**src/rtl/bsvm_pkg.sv**
```systemverilog
// ----------------------------------------------------------------------------
// bsvm_pkg
// Shared constants and types for the byte stack VM executor: opcodes, fault
// codes, controller phases, execution flows and the control/status bundles.
// ----------------------------------------------------------------------------
package bsvm_pkg;

  localparam int NUM_REGS_DEF    = 16;
  localparam int STACK_DEPTH_DEF = 4096;
  localparam int DATA_DEPTH_DEF  = 4096;

  // instruction codes
  localparam logic [7:0] OPC_EXIT    = 8'd0;
  localparam logic [7:0] OPC_RET     = 8'd1;
  localparam logic [7:0] OPC_END     = 8'd2;
  localparam logic [7:0] OPC_JUMP    = 8'd3;
  localparam logic [7:0] OPC_SKIP    = 8'd4;
  localparam logic [7:0] OPC_SETMODE = 8'd5;
  localparam logic [7:0] OPC_SET     = 8'd6;
  localparam logic [7:0] OPC_ADD     = 8'd7;
  localparam logic [7:0] OPC_SUB     = 8'd8;
  localparam logic [7:0] OPC_MUL     = 8'd9;
  localparam logic [7:0] OPC_DIV     = 8'd10;
  localparam logic [7:0] OPC_CMPE    = 8'd11;
  localparam logic [7:0] OPC_CMPH    = 8'd12;
  localparam logic [7:0] OPC_CMPL    = 8'd13;
  localparam logic [7:0] OPC_CMPHE   = 8'd14;
  localparam logic [7:0] OPC_CMPLE   = 8'd15;
  localparam logic [7:0] OPC_PUSH    = 8'd16;
  localparam logic [7:0] OPC_POP     = 8'd17;
  localparam logic [7:0] OPC_LDMODE  = 8'd18;
  localparam logic [7:0] OPC_LOAD    = 8'd19;

  // fault codes
  localparam logic [2:0] F_OK     = 3'd0;
  localparam logic [2:0] F_OPCODE = 3'd1;
  localparam logic [2:0] F_DIV0   = 3'd2;
  localparam logic [2:0] F_ADDR   = 3'd3;
  localparam logic [2:0] F_REG    = 3'd4;

  // datapath phases driven by the controller
  localparam logic [3:0] PH_IDLE = 4'd0;
  localparam logic [3:0] PH_CLR  = 4'd1;
  localparam logic [3:0] PH_RA   = 4'd2;
  localparam logic [3:0] PH_RB   = 4'd3;
  localparam logic [3:0] PH_RS1  = 4'd4;
  localparam logic [3:0] PH_RS2  = 4'd5;
  localparam logic [3:0] PH_CAP  = 4'd6;
  localparam logic [3:0] PH_CHK  = 4'd7;
  localparam logic [3:0] PH_MUL  = 4'd8;
  localparam logic [3:0] PH_DIV  = 4'd9;
  localparam logic [3:0] PH_MEM  = 4'd10;
  localparam logic [3:0] PH_WR   = 4'd11;
  localparam logic [3:0] PH_FIN  = 4'd12;

  // execution flows decided at the check phase
  localparam logic [2:0] FL_NONE = 3'd0;
  localparam logic [2:0] FL_W1   = 3'd1;
  localparam logic [2:0] FL_MUL  = 3'd2;
  localparam logic [2:0] FL_DIV  = 3'd3;
  localparam logic [2:0] FL_PUSH = 3'd4;
  localparam logic [2:0] FL_POP  = 3'd5;
  localparam logic [2:0] FL_LOAD = 3'd6;
  localparam logic [2:0] FL_LDM  = 3'd7;

  // register write index select
  localparam logic [1:0] WI_A  = 2'd0;
  localparam logic [1:0] WI_SP = 2'd1;
  localparam logic [1:0] WI_LA = 2'd2;
  localparam logic [1:0] WI_LP = 2'd3;

  // register write value select
  localparam logic [1:0] WV_D = 2'd0;
  localparam logic [1:0] WV_N = 2'd1;
  localparam logic [1:0] WV_A = 2'd2;

  typedef struct packed {
    logic [3:0] phase;
    logic       accept;
    logic       fin;
    logic       wr_en;
    logic [1:0] wr_idx;
    logic [1:0] wr_val;
  } cmd_t;

  typedef struct packed {
    logic [2:0] flow;
    logic       clr_last;
    logic       mul_done;
    logic       div_done;
    logic       mem_done;
  } sts_t;

endpackage

```
**src/rtl/bsvm_ctrl.sv**
```systemverilog
// ----------------------------------------------------------------------------
// bsvm_ctrl
// Sequencer: clears the stack after reset, then walks each item through
// operand reads, check, multi-cycle units, byte moves and register writes.
// ----------------------------------------------------------------------------
module bsvm_ctrl (
  input  logic            clk,
  input  logic            rst_n,
  input  logic            in_valid,
  output logic            in_ready,
  output logic            out_valid,
  input  logic            out_ready,
  input  bsvm_pkg::sts_t  sts,
  output bsvm_pkg::cmd_t  cmd
);

  localparam logic [3:0] S_CLR  = 4'd0;
  localparam logic [3:0] S_IDLE = 4'd1;
  localparam logic [3:0] S_RA   = 4'd2;
  localparam logic [3:0] S_RB   = 4'd3;
  localparam logic [3:0] S_RS1  = 4'd4;
  localparam logic [3:0] S_RS2  = 4'd5;
  localparam logic [3:0] S_CAP  = 4'd6;
  localparam logic [3:0] S_CHK  = 4'd7;
  localparam logic [3:0] S_MUL  = 4'd8;
  localparam logic [3:0] S_DIV  = 4'd9;
  localparam logic [3:0] S_MEM  = 4'd10;
  localparam logic [3:0] S_W1   = 4'd11;
  localparam logic [3:0] S_W2   = 4'd12;
  localparam logic [3:0] S_FIN  = 4'd13;

  logic [3:0] state_r, state_nxt;
  logic [2:0] flow_r, flow_nxt;
  logic       out_valid_r, out_valid_nxt;
  logic       out_free;

  assign out_free  = !out_valid_r || out_ready;
  assign in_ready  = (state_r == S_IDLE);
  assign out_valid = out_valid_r;

  always_comb begin
    state_nxt  = state_r;
    flow_nxt   = flow_r;
    cmd        = '0;
    cmd.phase  = bsvm_pkg::PH_IDLE;
    cmd.wr_idx = bsvm_pkg::WI_A;
    cmd.wr_val = bsvm_pkg::WV_D;
    unique case (state_r)
      S_CLR: begin
        cmd.phase = bsvm_pkg::PH_CLR;
        if (sts.clr_last) state_nxt = S_IDLE;
      end
      S_IDLE: begin
        cmd.accept = in_valid;
        if (in_valid) state_nxt = S_RA;
      end
      S_RA: begin
        cmd.phase = bsvm_pkg::PH_RA;
        state_nxt = S_RB;
      end
      S_RB: begin
        cmd.phase = bsvm_pkg::PH_RB;
        state_nxt = S_RS1;
      end
      S_RS1: begin
        cmd.phase = bsvm_pkg::PH_RS1;
        state_nxt = S_RS2;
      end
      S_RS2: begin
        cmd.phase = bsvm_pkg::PH_RS2;
        state_nxt = S_CAP;
      end
      S_CAP: begin
        cmd.phase = bsvm_pkg::PH_CAP;
        state_nxt = S_CHK;
      end
      S_CHK: begin
        cmd.phase = bsvm_pkg::PH_CHK;
        flow_nxt  = sts.flow;
        case (sts.flow)
          bsvm_pkg::FL_NONE:                    state_nxt = S_FIN;
          bsvm_pkg::FL_MUL:                     state_nxt = S_MUL;
          bsvm_pkg::FL_DIV:                     state_nxt = S_DIV;
          bsvm_pkg::FL_PUSH, bsvm_pkg::FL_LOAD: state_nxt = S_MEM;
          default:                              state_nxt = S_W1;
        endcase
      end
      S_MUL: begin
        cmd.phase = bsvm_pkg::PH_MUL;
        if (sts.mul_done) state_nxt = S_W1;
      end
      S_DIV: begin
        cmd.phase = bsvm_pkg::PH_DIV;
        if (sts.div_done) state_nxt = S_W1;
      end
      S_MEM: begin
        cmd.phase = bsvm_pkg::PH_MEM;
        if (sts.mem_done) state_nxt = (flow_r == bsvm_pkg::FL_POP) ? S_W2 : S_W1;
      end
      S_W1: begin
        cmd.phase = bsvm_pkg::PH_WR;
        cmd.wr_en = 1'b1;
        case (flow_r)
          bsvm_pkg::FL_PUSH: begin
            cmd.wr_idx = bsvm_pkg::WI_SP;
            cmd.wr_val = bsvm_pkg::WV_N;
            state_nxt  = S_FIN;
          end
          bsvm_pkg::FL_POP: begin
            // stack pointer first, then the byte moves
            cmd.wr_idx = bsvm_pkg::WI_SP;
            cmd.wr_val = bsvm_pkg::WV_N;
            state_nxt  = S_MEM;
          end
          bsvm_pkg::FL_LDM: begin
            cmd.wr_idx = bsvm_pkg::WI_LA;
            cmd.wr_val = bsvm_pkg::WV_A;
            state_nxt  = S_W2;
          end
          default: state_nxt = S_FIN;
        endcase
      end
      S_W2: begin
        cmd.phase  = bsvm_pkg::PH_WR;
        cmd.wr_en  = 1'b1;
        cmd.wr_idx = (flow_r == bsvm_pkg::FL_LDM) ? bsvm_pkg::WI_LP : bsvm_pkg::WI_A;
        state_nxt  = S_FIN;
      end
      S_FIN: begin
        cmd.phase = bsvm_pkg::PH_FIN;
        cmd.fin   = out_free;
        if (out_free) state_nxt = S_IDLE;
      end
      default: state_nxt = S_IDLE;
    endcase
  end

  always_comb begin
    out_valid_nxt = out_valid_r;
    if (cmd.fin) out_valid_nxt = 1'b1;
    else if (out_ready) out_valid_nxt = 1'b0;
  end

  always_ff @(posedge clk) begin
    if (!rst_n) begin
      state_r     <= S_CLR;
      flow_r      <= bsvm_pkg::FL_NONE;
      out_valid_r <= 1'b0;
    end else begin
      state_r     <= state_nxt;
      flow_r      <= flow_nxt;
      out_valid_r <= out_valid_nxt;
    end
  end

`ifndef SYNTH
  a_accept_starts_read: assert property (@(posedge clk) disable iff (!rst_n)
    (in_valid && in_ready) |=> (state_r == S_RA))
    else $error("accepted beat did not start operand reads");

  a_result_from_fin: assert property (@(posedge clk) disable iff (!rst_n)
    $rose(out_valid_r) |-> ($past(state_r) == S_FIN))
    else $error("result raised outside the finish step");
`endif

endmodule

```
**config.mk**
```make
export PLATFORM = sky130hd
export DESIGN_NAME = bsvm_ctrl
export DESIGN_NICKNAME = d
export VERILOG_FILES = /design/src/rtl/bsvm_pkg.sv /design/src/rtl/bsvm_ctrl.sv
export SDC_FILE = /design/constraint.sdc
export NUM_CORES = 1
export LEC_CHECK = 0
export ABC_AREA = 1
export BUFFER_PORTS_ARGS = -buffer_cell sky130_fd_sc_hd__buf_2
export CORE_UTILIZATION = 36
export CTS_CLUSTER_SIZE = 16
export DETAILED_ROUTE_END_ITERATION = 7
export PLACE_DENSITY = 0.72
export SYNTH_ARGS = -nofsm -noshare
export SYNTH_HDL_FRONTEND = slang
export SYNTH_SLANG_ARGS = --single-unit
export TNS_END_PERCENT = 30
```
**constraint.sdc**
```tcl
create_clock -name clk -period 2.3 [get_ports clk]
set_input_delay 0.46 -clock clk [delete_from_list [all_inputs] [get_ports clk]]
set_output_delay 0.46 -clock clk [all_outputs]
set_load 0.005 [all_outputs]
```
# Word level (Yosys, flattened, before mapping)
# Cells that the tools add are included.
dict set report classes {
  n_eq_ne 26
  muxes 19
  reduce_logical 9
}
# cell n
set op_table {}
lappend op_table {{$pmux W4 S14} 1}
lappend op_table {{$pmux W4 S12} 1}
lappend op_table {{$eq A4 B4 Y1 const B} 6}
lappend op_table {{$mux W4} 6}
lappend op_table {{$eq A4 B3 Y1 const B} 4}
lappend op_table {{$eq A3 B3 Y1 const B} 5}
lappend op_table {{$ne A2 B2 Y1 const B} 6}
lappend op_table {{$pmux W3 S2} 2}
lappend op_table {{$pmux W3 S4} 1}
lappend op_table {{$eq A4 B2 Y1 const B} 2}
lappend op_table {{$pmux W4 S2} 1}
lappend op_table {{$eq A3 B2 Y1 const B} 2}
lappend op_table {{$reduce_and A6 Y1} 1}
lappend op_table {{$reduce_or A2 Y1} 3}
lappend op_table {{$eq A4 B1 Y1 const B} 1}
lappend op_table {{$logic_not A4 Y1} 1}
lappend op_table {{$mux W1} 4}
lappend op_table {{$mux W2} 2}
lappend op_table {{$logic_not A3 Y1} 1}
lappend op_table {{$mux W3} 1}
lappend op_table {{$reduce_bool A2 Y1} 1}
lappend op_table {{$logic_not A1 Y1} 1}
lappend op_table {{$logic_or A1 B1 Y1} 1}
dict set report word_totals {
  in_bits 11
  regBits 8
  output_inout_bits 13
  elab_cells 57
}

# Depth between registers and ports, before layout
# Gate-level depths: netlist of run 1.
dict set report depth {
  ltp_word 4
  ltp_mapped 10
  mapped_depth_nobuf 10
}

# Worst setup path after synthesis of run 1
# Ideal clock, no wire load.
dict set report synth_path {
  kind {register -> output}
  from {register state_r[3]}
  to {output cmd[5] (netlist name)}
  setup_slack_ns 0.918
  arrival_ns 0.922
  path_stages_with_launch 7
  required_time_ns 1.840
  n_path_buf 2
  cell_sequence {dfxtp_1 buf_6 nand2_1 nor2_1 inv_1 nor2_1 buf_4}
}
# item line
set synth_lines {}
lappend synth_lines {{start, declared} bsvm_ctrl.sv:32} ;# logic [3:0] state_r, state_nxt;
lappend synth_lines {{start signal, assigned} bsvm_ctrl.sv:150} ;# state_r <= state_nxt;
lappend synth_lines {{end, declared} bsvm_ctrl.sv:14} ;# output bsvm_pkg::cmd_t cmd

==> key figures, run 1 <==
Yosys
  – Post-synthesis mux area share: 0%
  – Synth Area in XOR/XNOR: 0%
  – Yosys reg bits: 8
  – Gate Count Post-Synth: 127
  – Ys Warns: 0
  – Synth top area share: approximately a quarter
  – Synth Area in Adders: 0%
  – Syn nets: about 140
  – Yosys top cell by area: dfxtp_1
  – Mapped Area: 682 sq um
  – Syn avg cell area: ~5.4 sq um
  – Sequential area share after synthesis: a little under a quarter
  – Synthesized-area fraction occupied by and/or/nand/nor cells: 49.2%
  – Yosys cell types: 19
  – Ranking of synthesized cells by area: dfxtp_1 23%, nand2_1 23%, nor2_1 12%
  – Largest family of logic cells by synthesized area: simple AND/OR/NAND/NOR gates
  – Compound-Gate Fraction of Synth Area: a little over an eighth

Placement
  – GPL Wtd Cong: a little over 0.8
  – PortBufs: 23
  – HPWL after detailed placement: 1370 um
  – Placed Area: approximately 800 sq um

Hold path
  – Hold Crit Depth: 3
  – Worst hold path type: in2reg

Die
  – Die Y: roughly 46 um
  – Row cnt: 15
  – Die W: between 40 and 50 um
  – Core Region: between 1500 and 2000 sq um
  – Starting Density: between 30% and 40%
  – IO Count: 24
  – Die area: between 2000 and 2500 sq um

Global route
  – First-pass GRT wire length: around 2700 um
  – Total track usage: around 18%
  – Grt total ovfl: 0
  – Pin count of the biggest net entering global routing: 9
  – Vias in the first global route: 696
  – Initial antenna violation count: 0

Final layout
  – Finished Cell Area: approximately 830 sq um
  – Number of nets in the layout: between 150 and 200
  – Area delta synth->final: 22.0%
  – Share of cells above drive strength 1: 22.5%
  – Layout Utilization: 47.7%
  – Antenna Cells: 0

Flow run
  – Max-capacitance violation count: 0

Power and ir drop
  – Leakage power: between 0.4 and 0.5 nW
  – PD cells: 478 nW/um^2
  – Maximum vdd drop: slightly below 300 uV

STA
  – Slew @ Worst Pin: just over 0.4 ns
  – Slew headroom: between 70% and 80%
  – Final setup fails: 0
  – RSZ-0062 raised after global routing: no
  – Setup_tns: 0 ns
  – Layout Skew: ~0.0086 ns
  – Final worst-path cycle share: roughly 83%
  – Fin. max-slew vios: 0
  – Final Hold Fails: 0
  – FMAX: around 520 MHz
  – Period minus WS final: between 1.5 and 2 ns

CTS
  – Post CTS Setup Buffer Count: 0
  – CTS Sinks: 8
  – TritonCTS clock tree: built
  – H-tree Lvls: 1
  – Deepest clock path buffer count: 2
  – Hold_buf cts: 0
  – Num CTS Buffers: 3
  – Clock Tree Root: clkbuf_4
  – Post-cts resize count: 0
  – Worst-Skew Late Latency: 0.25 ns
  – Clock slew at reported path FFs: 0.06 ns

Route
  – DR vias: 817
  – DRC: 0
  – WL final: ~1600 um
  – Initial DRC Count: 15
  – Vias per inst: about 4.6
  – Final ANT Viol Nets: 0
  – Drt pass-1 iters: 4
  – DR WL/cell: roughly 9 um

Worst setup path
  – Critical path required time: 1.84 ns
  – CP endpoint kind: output pin
  – CP Data Arrival Time: around 1.5 ns
  – Setup crit start kind: flop
  – Type of the worst setup path: reg2out
  – FF-to-FF path depth: 8
  – CP max FO: 6

Outcome
  – Status: complete, no violations
synth_stat cells, drive strengths merged:
cell,number
nand2,43
nor2,24
inv,21
a21oi,10
nand3,10
dfxtp,8
o21ai,5
buf,2
nand3b,1
nand4,1
nor3,1
o22ai,1
per-stage QoR:
step | hold slack, ns | setup WS [ns] | instances | power (mW)
final | 0.449 | 0.394 | 176 | 0.398
after global routing | 0.457 | 0.276 | 176 | 0.430
after CTS | 0.444 | 0.399 | 176 | 0.403
after detailed placement | 0.481 | 0.678 | 173 | 0.293
after global placement | 0.485 | 0.686 | 173 | 0.294
after floorplan | 0.453 | 0.918 | 127 | 0.248
cell families (layout without fill, tap and decap cells):
group                  count (synthesis)  after routing
AND/OR/NAND/NOR                       80             80
AO/OA/AOI/OAI                         16             16
buffers and inverters                 23             47
flip-flops                             8              8
path summary, 6_finish.rpt:
kind	startpoint	to	slack (ns)
max	state_r[1]	cmd[10]	0.39
max reg2reg	state_r[3]	state_r[3]	0.87
min reg2reg	flow_r[0]	flow_r[0]	0.48
min	rst_n	state_r[0]	0.45
power by group:
group	internal (mW)	switching, mW
combinational	0.0518	0.0815
sequential	0.146	0.0112
clock	0.0597	0.0477
total	0.258	0.140
final cells by class:
cell class                 count  area (sq um)
clock buffer                   3          22.5
fill                         191           913
inverter                      21          78.8
multi-input combinational     96           424
sequential                     8           160
tap                           25          31.3
timing repair buffer          23           115
worst max-delay path, stage by stage (launching register included):
cell and delay, ns:
dfxtp_1 0.37, nor2_1 0.35, nand2_2 0.16, inv_2 0.09, nor2_1 0.06, nand2_1 0.06, buf_2 0.10
state kept, by name, indices dropped and copies added, names as in the netlist:
signal,flops
out_valid,1
flow_r,3
state_r,4
cells in the final DEF, fill, tap and decap left out, drive strengths merged:
| cell type | instances |
|---|---|
| o21ai | 5 |
| nand4 | 1 |
| nand3b | 1 |
| buf | 23 |
| o22ai | 1 |
| nor2 | 24 |
| nor3 | 1 |
| a21oi | 10 |
| inv | 21 |
| dfxtp | 8 |
| nand2 | 43 |
| clkbuf | 3 |
| nand3 | 10 |
metal layers:
metal / vias up / routed length, um / track usage [%]
li1: 439 / - / -
met1: 363 / 777 / 22.0
met2: 15 / 815 / 29.7
met3: 0 / 34 / 3.57
met4: 0 / 0 / 5.45
met5: - / 0 / 0
No activity file was read; power rests on OpenSTA's default activity.
==> inputs of run 2 (changes only) <==
--- a/config.mk
+++ b/config.mk
@@ -10,7 +10,7 @@
 export CORE_UTILIZATION = 36
 export CTS_CLUSTER_SIZE = 16
 export DETAILED_ROUTE_END_ITERATION = 7
-export PLACE_DENSITY = 0.72
+export PLACE_DENSITY = 0.74
 export SYNTH_ARGS = -nofsm -noshare
 export SYNTH_HDL_FRONTEND = slang
 export SYNTH_SLANG_ARGS = --single-unit
==> constraint.sdc (replaced) <==
create_clock -name clk -period 1.7 [get_ports clk]
set_input_delay 0.34 -clock clk [delete_from_list [all_inputs] [get_ports clk]]
set_output_delay 0.34 -clock clk [all_outputs]
set_load 0.005 [all_outputs]
==> run 2 against run 1 <==
  * Combinational power increased by 47%
  * Total power increased by 40%
  * Register-to-register slack got worse by 0.53 ns
  * Clock power increased by 35%
  * Sequential cell count unchanged
  * Routed wire length increased by 7.7%
  * First-iteration DRC count unchanged
  * Sequential power increased by 39%
  * Non-clock buffer count increased by 1
  * Utilization increased by 1.9 points
  * Critical path depth increased by 1
  * Critical path type unchanged
  * Highest routed layer is now met4
==> key figures, run 2 (same netlist as run 1, synthesis figures left out) <==
Worst setup path
  – Setup crit start kind: flop
  – Register-to-register setup slack: roughly 0.34 ns
  – Type of the worst setup path: reg2out
  – FF-to-FF End: state_r[0]
  – CP max FO: 6
  – Critical path required time: 1.36 ns
  – FF-to-FF path depth: 10
  – CP Data Arrival Time: around 1.3 ns
  – Reg2reg start: state_r[2]
  – CP endpoint kind: output pin

Die
  – Row cnt: 15
  – IO Count: 24
  – Die Y: about 46 um
  – Die W: roughly 46 um
  – Starting Density: around 39%
  – Die area: between 2000 and 2500 sq um
  – Core Region: between 1500 and 2000 sq um

Global route
  – Vias in the first global route: about 700
  – Grt total ovfl: 0
  – Initial antenna violation count: 0
  – First-pass GRT wire length: roughly 2900 um
  – Pin count of the biggest net entering global routing: 9
  – Total track usage: about a fifth

CTS
  – Worst-Skew Late Latency: 0.25 ns
  – CTS Sinks: 8
  – TritonCTS clock tree: built
  – Num CTS Buffers: 3
  – H-tree Lvls: 1
  – Deepest clock path buffer count: 2
  – Clock slew at reported path FFs: approximately 0.050 ns
  – Clock Tree Root: clkbuf_4
  – Post CTS Setup Buffer Count: 0

Power and ir drop
  – Leakage power: roughly 0.47 nW
  – Reg power frac: between 30% and 40%
  – PD cells: approximately 650 nW/um^2
  – Combinational Power Share: a little over a third
  – Maximum vdd drop: about 350 uV
  – P_sw: 0.198 mW
  – Sw frac: 35.5%
  – Internal power: ~0.36 mW
  – Clock group share of total power: about a quarter
  – Final Power: 0.559 mW

Route
  – Drt pass-1 iters: 4
  – DR WL/cell: 9.91 um
  – DR vias: approximately 840
  – DRC: 0
  – Initial DRC Count: 15
  – Final ANT Viol Nets: 0
  – WL final: about 1800 um
  – Vias per inst: between 4 and 5

STA
  – Slew @ Worst Pin: between 0.2 and 0.25 ns
  – Layout Skew: 0.000157 ns
  – Fin. max-slew vios: 0
  – Period minus WS final: between 1.5 and 2 ns
  – Setup_tns: 0 ns
  – Final Hold Fails: 0
  – Slew headroom: a little over four fifths
  – FMAX: 616 MHz
  – Final setup fails: 0
  – RSZ-0062 raised after global routing: no
  – Final worst-path cycle share: between 90 and 100%

Final layout
  – Max reg flops: 4
  – Number of nets in the layout: 165
  – Non-Filler Instances: approximately 180
  – Antenna Cells: 0
  – Most common cell after layout, fill and taps aside: nand2_1
  – Finished Cell Area: 865 sq um
  – Share of cells above drive strength 1: slightly below 30%
  – Most flops, register: state_r
  – Layout Utilization: about half
  – Most frequent cells in the layout: 39 x nand2_1, 23 x buf_2, 19 x inv_1
  – Area delta synth->final: 26.8%

Hold path
  – Worst hold path type: in2reg
  – Hold Crit Depth: 3
  – Hold path start: rst_n
  – Worst-case hold path end point: state_r[0]

Placement
  – Placed Area: 817 sq um
  – Inst Count DP: 174
  – PortBufs: 23
  – HPWL after detailed placement: ~1400 um
  – GPL Wtd Cong: about 0.85

Outcome
  – Status: complete, no violations

Flow run
  – Max-capacitance violation count: 0
-- run 2: worst max path at each step --
stage	startpoint	to	slack (ns)	cells past startpoint
2_1_floorplan	state_r[3]	cmd[5]	0.44	6
3_3_place_gp	state_r[1]	cmd[3]	0.28	5
3_5_place_dp	state_r[1]	cmd[3]	0.23	5
4_1_cts	state_r[0]	cmd[3]	0.0002	5
5_1_grt	state_r[3]	cmd[10]	0.01	7
6_report	state_r[2]	cmd[10]	0.08	7
-- run 2: repair_timing --
item                       CTS  global route
resized for setup            1            10
setup endpoints to repair    2            11
pin swaps                    0             0
hold buffers                 0             0
-- run 2: power by group through the flow --
stage	combinational (mW)	sequential, mW	clock [mW]
CTS	0.191	0.214	0.147
finish	0.196	0.219	0.144
floorplan	0.123	0.212	0
global placement	0.188	0.217	0
global route	0.224	0.220	0.158
detailed placement	0.190	0.217	0
-- run 2: layout make-up --
class	instances	area, sq um
Fill cell	207	881
Multi-Input combinational cell	96	444
Sequential cell	8	165
Timing Repair Buffer	24	123
Inverter	21	78.8
Tap cell	25	31.3
Clock buffer	3	22.5
-- run 2: critical path, stage by stage (launching register included) --
cell     delay [ns]
dfxtp_2        0.35
nand2_1        0.12
inv_1          0.09
nand2_2        0.11
inv_2          0.05
nor2_2         0.12
nand2_1        0.06
buf_2          0.12
-- run 2: per-stage QoR --
stage	setup WS [ns]	hold WS (ns)
6_report	0.0769	0.333
5_1_grt	0.0105	0.327
4_1_cts	0.000228	0.334
3_5_place_dp	0.225	0.491
3_3_place_gp	0.277	0.482
2_1_floorplan	0.438	0.453
-- run 2: metal layers --
metal | vias up | track usage [%] | share of wire [%]
met4 | 0 | 12.1 | 0.57
met3 | 2 | 2.38 | 3.7
li1 | 444 | - | -
met5 | - | 0 | 0
met1 | 364 | 26.0 | 48
met2 | 25 | 27.4 | 48
